### config.mk
export PLATFORM = sky130hd
export DESIGN_NAME = multi_format_to_binary32_decoder_core
export DESIGN_NICKNAME = d
export VERILOG_FILES = /design/src/design/mfd_pkg.sv /design/src/design/multi_format_to_binary32_decoder_core.sv
export SDC_FILE = /design/constraint.sdc
export NUM_CORES = 1
export LEC_CHECK = 0
export BUFFER_PORTS_ARGS = -buffer_cell sky130_fd_sc_hd__buf_2
export CAP_MARGIN = 10
export CORE_MARGIN = 2
export CORE_UTILIZATION = 35
export DETAILED_ROUTE_END_ITERATION = 6
export RECOVER_POWER = 25
export SETUP_SLACK_MARGIN = 0.4
export SKIP_CTS_REPAIR_TIMING = 1
export SLEW_MARGIN = 25
export SYNTH_ARGS = -nofsm -noshare
export SYNTH_HDL_FRONTEND = slang
export SYNTH_SLANG_ARGS = --single-unit
### constraint.sdc
create_clock -name clk -period 0.8 [get_ports clk]
set_input_delay 0.12 -clock clk [delete_from_list [all_inputs] [get_ports clk]]
set_output_delay 0.12 -clock clk [all_outputs]
set_load 0.01 [all_outputs]
### src/design/mfd_pkg.sv
// Package for the multi-format to binary32 decoder.
// Format codes, constants and the per-format decode functions; no dependencies.
package mfd_pkg;

    typedef enum logic [2:0] {
        FMT_F32   = 3'd0,
        FMT_F16   = 3'd1,
        FMT_BF16  = 3'd2,
        FMT_I32   = 3'd3,
        FMT_E4M3  = 3'd4,
        FMT_E8M0  = 3'd5,
        FMT_RSV6  = 3'd6,
        FMT_RSV7  = 3'd7
    } fmt_t;

    localparam logic [31:0] CANON_QNAN = 32'h7fc0_0000;
    localparam logic [31:0] EXP_ALL    = 32'h7f80_0000;
    localparam logic [31:0] QUIET_BIT  = 32'h0040_0000;
    localparam logic        STATUS_OK  = 1'b0;
    localparam logic        STATUS_UNSUPPORTED = 1'b1;

    function automatic logic [31:0] dec_f16(input logic [15:0] h);
        logic [4:0]  e;
        logic [9:0]  m;
        logic [3:0]  s;
        logic [10:0] mn;
        logic [31:0] r;
        e = h[14:10];
        m = h[9:0];
        s = 4'd0;
        mn = {1'b0, m};
        r = {h[15], 31'd0};
        if (e == 5'd0) begin
            if (m != 10'd0) begin
                // Normalizing shift: leading-zero count over the 10-bit fraction, plus one.
                for (int i = 9; i >= 0; i--) begin
                    if (m[i] && s == 4'd0 && mn[10] == 1'b0) begin
                        s = 4'(10 - i);
                        mn = 11'({1'b0, m} << (10 - i));
                    end
                end
                r = {h[15], 8'(8'd113 - {4'd0, s}), mn[9:0], 13'd0};
            end
        end else if (e == 5'h1f) begin
            r = {h[15], 8'hff, m, 13'd0};
            if (m != 10'd0) begin
                r = r | QUIET_BIT;
            end
        end else begin
            r = {h[15], 8'({3'd0, e} + 8'd112), m, 13'd0};
        end
        return r;
    endfunction

    function automatic logic [31:0] dec_e4m3(input logic [7:0] b);
        logic [3:0]  e;
        logic [2:0]  m;
        logic [31:0] r;
        e = b[6:3];
        m = b[2:0];
        r = {b[7], 31'd0};
        if (b[6:0] == 7'h7f) begin
            r = CANON_QNAN;
        end else if (e == 4'd0) begin
            if (m[2]) begin
                r = {b[7], 8'd120, m[1:0], 1'b0, 20'd0};
            end else if (m[1]) begin
                r = {b[7], 8'd119, m[0], 2'b00, 20'd0};
            end else if (m[0]) begin
                r = {b[7], 8'd118, 23'd0};
            end
        end else begin
            r = {b[7], 8'({4'd0, e} + 8'd120), m, 20'd0};
        end
        return r;
    endfunction

    function automatic logic [31:0] dec_e8m0(input logic [7:0] b);
        logic [31:0] r;
        if (b == 8'hff) begin
            r = CANON_QNAN;
        end else if (b == 8'd0) begin
            r = QUIET_BIT;
        end else begin
            r = {1'b0, b, 23'd0};
        end
        return r;
    endfunction

endpackage

### src/design/multi_format_to_binary32_decoder_core.sv
// Multi-format scalar decoder to IEEE binary32, top level.
// The result strobe is registered and rises in the cycle after the start transaction is taken.
// Throughput: one transaction per cycle; busy is held low, the receiver cannot stall.
// The integer path is a priority encode, a barrel shift and a 24-bit round add.
// Reset (rst_n, asynchronous, active low) clears the result strobe.
// Depends on mfd_pkg.
module multi_format_to_binary32_decoder_core (
    input  logic        clk,
    input  logic        rst_n,
    input  logic        start,
    output logic        busy,
    input  logic [2:0]  action,
    input  logic [31:0] source_bits,
    output logic        done,
    output logic [31:0] value_bits,
    output logic        status
);

    logic        done_reg;
    logic [31:0] value_reg, value_next;
    logic        status_reg, status_next;

    logic [31:0] mag;
    logic [4:0]  p;
    logic [31:0] norm;
    logic [24:0] q;
    logic [31:0] i32_val;

    assign busy = 1'b0;

    // Integer conversion: normalize so the leading one lands in bit 31, then round.
    always_comb
    begin
        mag = source_bits[31] ? (32'd0 - source_bits) : source_bits;
        p = 5'd0;
        for (int i = 0; i < 32; i++) begin
            if (mag[i]) begin
                p = 5'(i);
            end
        end
        norm = mag << (5'd31 - p);
        q = {1'b0, norm[31:8]};
        if (norm[7] && ((norm[6:0] != 7'd0) || norm[8])) begin
            q = q + 25'd1;
        end
        i32_val = {source_bits[31], 31'd0}
                | ({1'b0, 8'(8'd126 + {3'd0, p}), 23'd0} + {7'd0, q});
        if (mag == 32'd0) begin
            i32_val = 32'd0;
        end
    end

    always_comb
    begin
        value_next = 32'd0;
        status_next = mfd_pkg::STATUS_OK;
        case (mfd_pkg::fmt_t'(action))
            mfd_pkg::FMT_F32:  value_next = source_bits;
            mfd_pkg::FMT_F16:  value_next = mfd_pkg::dec_f16(source_bits[15:0]);
            mfd_pkg::FMT_BF16: value_next = {source_bits[15:0], 16'd0};
            mfd_pkg::FMT_I32:  value_next = i32_val;
            mfd_pkg::FMT_E4M3: value_next = mfd_pkg::dec_e4m3(source_bits[7:0]);
            mfd_pkg::FMT_E8M0: value_next = mfd_pkg::dec_e8m0(source_bits[7:0]);
            default:           status_next = mfd_pkg::STATUS_UNSUPPORTED;
        endcase
    end

    always_ff @(posedge clk or negedge rst_n)
    begin
        if (!rst_n) begin
            done_reg <= 1'b0;
        end else begin
            done_reg <= start && !busy;
        end
    end

    always_ff @(posedge clk)
    begin
        value_reg <= value_next;
        status_reg <= status_next;
    end

    assign done = done_reg;
    assign value_bits = value_reg;
    assign status = status_reg;

endmodule

==> results.cfg <==
[outcome]
violations = negative hold slack, negative setup slack
outcome = complete, but fails checks

[sta]
slew_violations = 0
fin_crit_sh = 7.148
relSlewSlack = 0.5279
finalSetupViolCount = 66
finalHoldViolCount = 1
timing.fmax_mhz = 174.9
tightest_slew_ps = 703.0
fin_ws_ps = -4919
fin_crit_ps = 5719
hold_ws_ps = -53.08
rsz0062_at_grt = yes

[floorplan]
core-area_um2 = 21150
pin_count = 73
rows = 53
dieWidth_um = 151.3
die_area_um2 = 22880
initial_core_util = 0.3588
die_height_um = 151.3

[global_route]
grt-ovfl-total = 0
grt.busiest_layer = met2
track_usage = 0.3635
use_met1 = 0.5053
grt_pass1_vias = 10808
grt_antenna_before_repair = 0
grt_use_met3 = 0.04488
grt_pass1_wl_um = 63660
grt_max_degree = 26
use_met2 = 0.5837

[setup_path]
crit_path_start_kind = primary input
crit_family = simple AND/OR/NAND/NOR gates
cp.required_ps = 940
crit_type = in -> reg
endpoint_kind = register
cp_slowest_stage_delay_ps = 550
crit_slowest_cell = or4_4
arrival_ps = 5850
cp_max_fo = 5
cp_num_buf_inv = 5

[clocking]
cts_root_buf = clkbuf_16
numCtsBuffers = 5
cts.path.max_buffers = 2
cts-htree-levels = 2
clkSinkCount = 34
tritoncts = yes
clk_pin_slew_ps = 60

[placed_design]
numPortBuffers = 71
dp.cells = 1807
hpwlAfterDp_um = 34690
gp_congestion = 1.067

[routing]
drt_iter0_markers = 1427
routed_wl_um = 45230
wl_per_cell_um = 24.13
via_count = 11930
via_per_inst = 6.366
dr.pass1.iters = 5
route.detailed.drc = 0
drtAntennaViolNets = 0

[power]
total_power_uw = 16350
power_leakage_uw = 0.005715
p_per_area_nw_per_um2 = 1199
ir_drop_mv = 1.044

[finish]
final-seq-area_um2 = 726.9
finalNonFillerCells = 1874
fillers = 1774
multiInputGateArea_um2 = 7338
antennaDiodeCount = 0
drive_gt1_frac = 0.5222
syn_to_final_growth_pct = 79.66
final_nets = 1646
largest_register_ffs = 32

[synth]
yosys_most_used_dff = dfxtp_1
ys_seq_area_frac = 0.09032
synth_area_leader_cell = dfxtp_1
syn_avg_cell_area_um2 = 6.951
synth_warnings = 0
async_flop_share = 0.02941
syn_area_um2 = 7591
yosysTopAreaCellShare = 0.08703
ys_ff_latch = 34
synthCells = 1092
synth_edf_count = 0
syn-num-nets = 1140
yosysUniqueCellTypes = 109
synthTopCellsByArea = dfxtp_1 8.7%, nor2_1 5.1%, a21oi_1 4.7%

[flow_run]
maxCapViolations = 0

[min_path]
hold_class = in -> reg
==> layer usage <==
| metal | share of wire | up-vias |
|---|---|---|
| met2 | 0.44 | 817 |
| met3 | 0.11 | 143 |
| met5 | 0 | - |
| li1 | - | 5290 |
| met1 | 0.41 | 5680 |
| met4 | 0.041 | 0 |
==> power by group <==
part	total, uW	leakage, uW	internal [uW]	switching [uW]
registers	1990	0.000295	1900	88.6
logic	11900	0.00533	5560	6300
clock network	2500	0.0000940	1790	715
==> stage by stage <==
| stage | hold slack (ps) | TNS [ps] | setup slack [ps] | util | area [um^2] |
|---|---|---|---|---|---|
| after CTS | -396.3 | -136620 | -5303 | 0.5639 | 11930 |
| after global routing | -58.23 | -134400 | -5034 | 0.6447 | 13640 |
| after detailed placement | -104.6 | -143490 | -5561 | 0.5547 | 11740 |
| after global placement | -105.9 | -140050 | -5320 | 0.5547 | 11740 |
| final | -53.08 | -131420 | -4919 | 0.6447 | 13640 |
| after floorplan | -175.6 | -117390 | -4639 | - | 7894 |
==> path summary, 6_finish.rpt <==
check	from	slack (ps)	endpoint	depth (start not counted)
worst max-delay path	source_bits[4]	-4920	value_bits[26]	28
worst min-delay path	start	-50	done	1
max in group asynchronous	rst_n	570	done	2
min in group asynchronous	rst_n	150	done	2
==> cells by family (layout without fill, tap and decap cells) <==
group | count (synthesis) | count (layout) | share of synthesized area
multiplexers | 30 | 30 | 0.04154
flip-flops | 34 | 34 | 0.09032
buffers and inverters | 125 | 631 | 0.07450
adder cells (fa/ha/maj) | 10 | 10 | 0.01747
AND/OR/NAND/NOR | 408 | 408 | 0.2851
AO/OA/AOI/OAI | 424 | 425 | 0.4193
other | 1 | 1 | 0.0004940
XOR/XNOR | 60 | 60 | 0.07121
==> synth_stat cells, types with 8 or more instances <==
cell type,instances
inv_1,14
xnor2_1,37
xor2_1,21
o22ai_1,14
nor3_1,41
and2_1,13
a22oi_1,12
o31ai_1,10
nor2_1,104
mux2i_1,18
nand3_1,43
a21oi_1,71
a311oi_1,10
a211o_1,8
mux2_2,12
buf_2,23
dfxtp_1,33
nor4_1,13
a31oi_1,15
a22o_1,9
nand2_1,84
or3_1,8
ha_1,9
a211oi_1,28
o21ai_0,65
o2111ai_1,17
and3_1,10
o211ai_1,30
clkbuf_1,60
a221oi_1,12
buf_1,12
o221ai_1,14
nand2b_1,9
nand4_1,24
==> area by class of cell <==
cell class | count | area share
clock buffer | 5 | 0.009174
inverter | 18 | 0.008349
sequential | 34 | 0.05330
timing repair buffer | 605 | 0.3608
tap | 275 | 0.02523
multi-input combinational | 934 | 0.5381
clock inverter | 3 | 0.005046
==> placed cells by master, fill, tap and decap left out, types with 8 or more instances in the layout <==
cell       instances
a22oi_1           11
dfxtp_2           33
o22ai_1           13
o2111ai_1         12
nor3_4             9
nand4_1           24
a221oi_1          11
nand3_1           38
buf_12            13
o221ai_1           9
a211o_1            8
buf_2             33
mux2i_1           16
o21ai_0           43
a21oi_1           67
xor2_2            10
nand2_1           82
xnor2_1           31
nor2_1            95
nor4_1             8
clkbuf_16          8
nor3_1            32
and3_1             8
mux2_2            11
buf_6             57
o21ai_1           20
and2_1            11
xor2_1            13
a22o_1             9
inv_1             10
a31oi_1           13
a211oi_1          21
o211ai_1          30
buf_4            494
(Power assumes the default switching activity.)
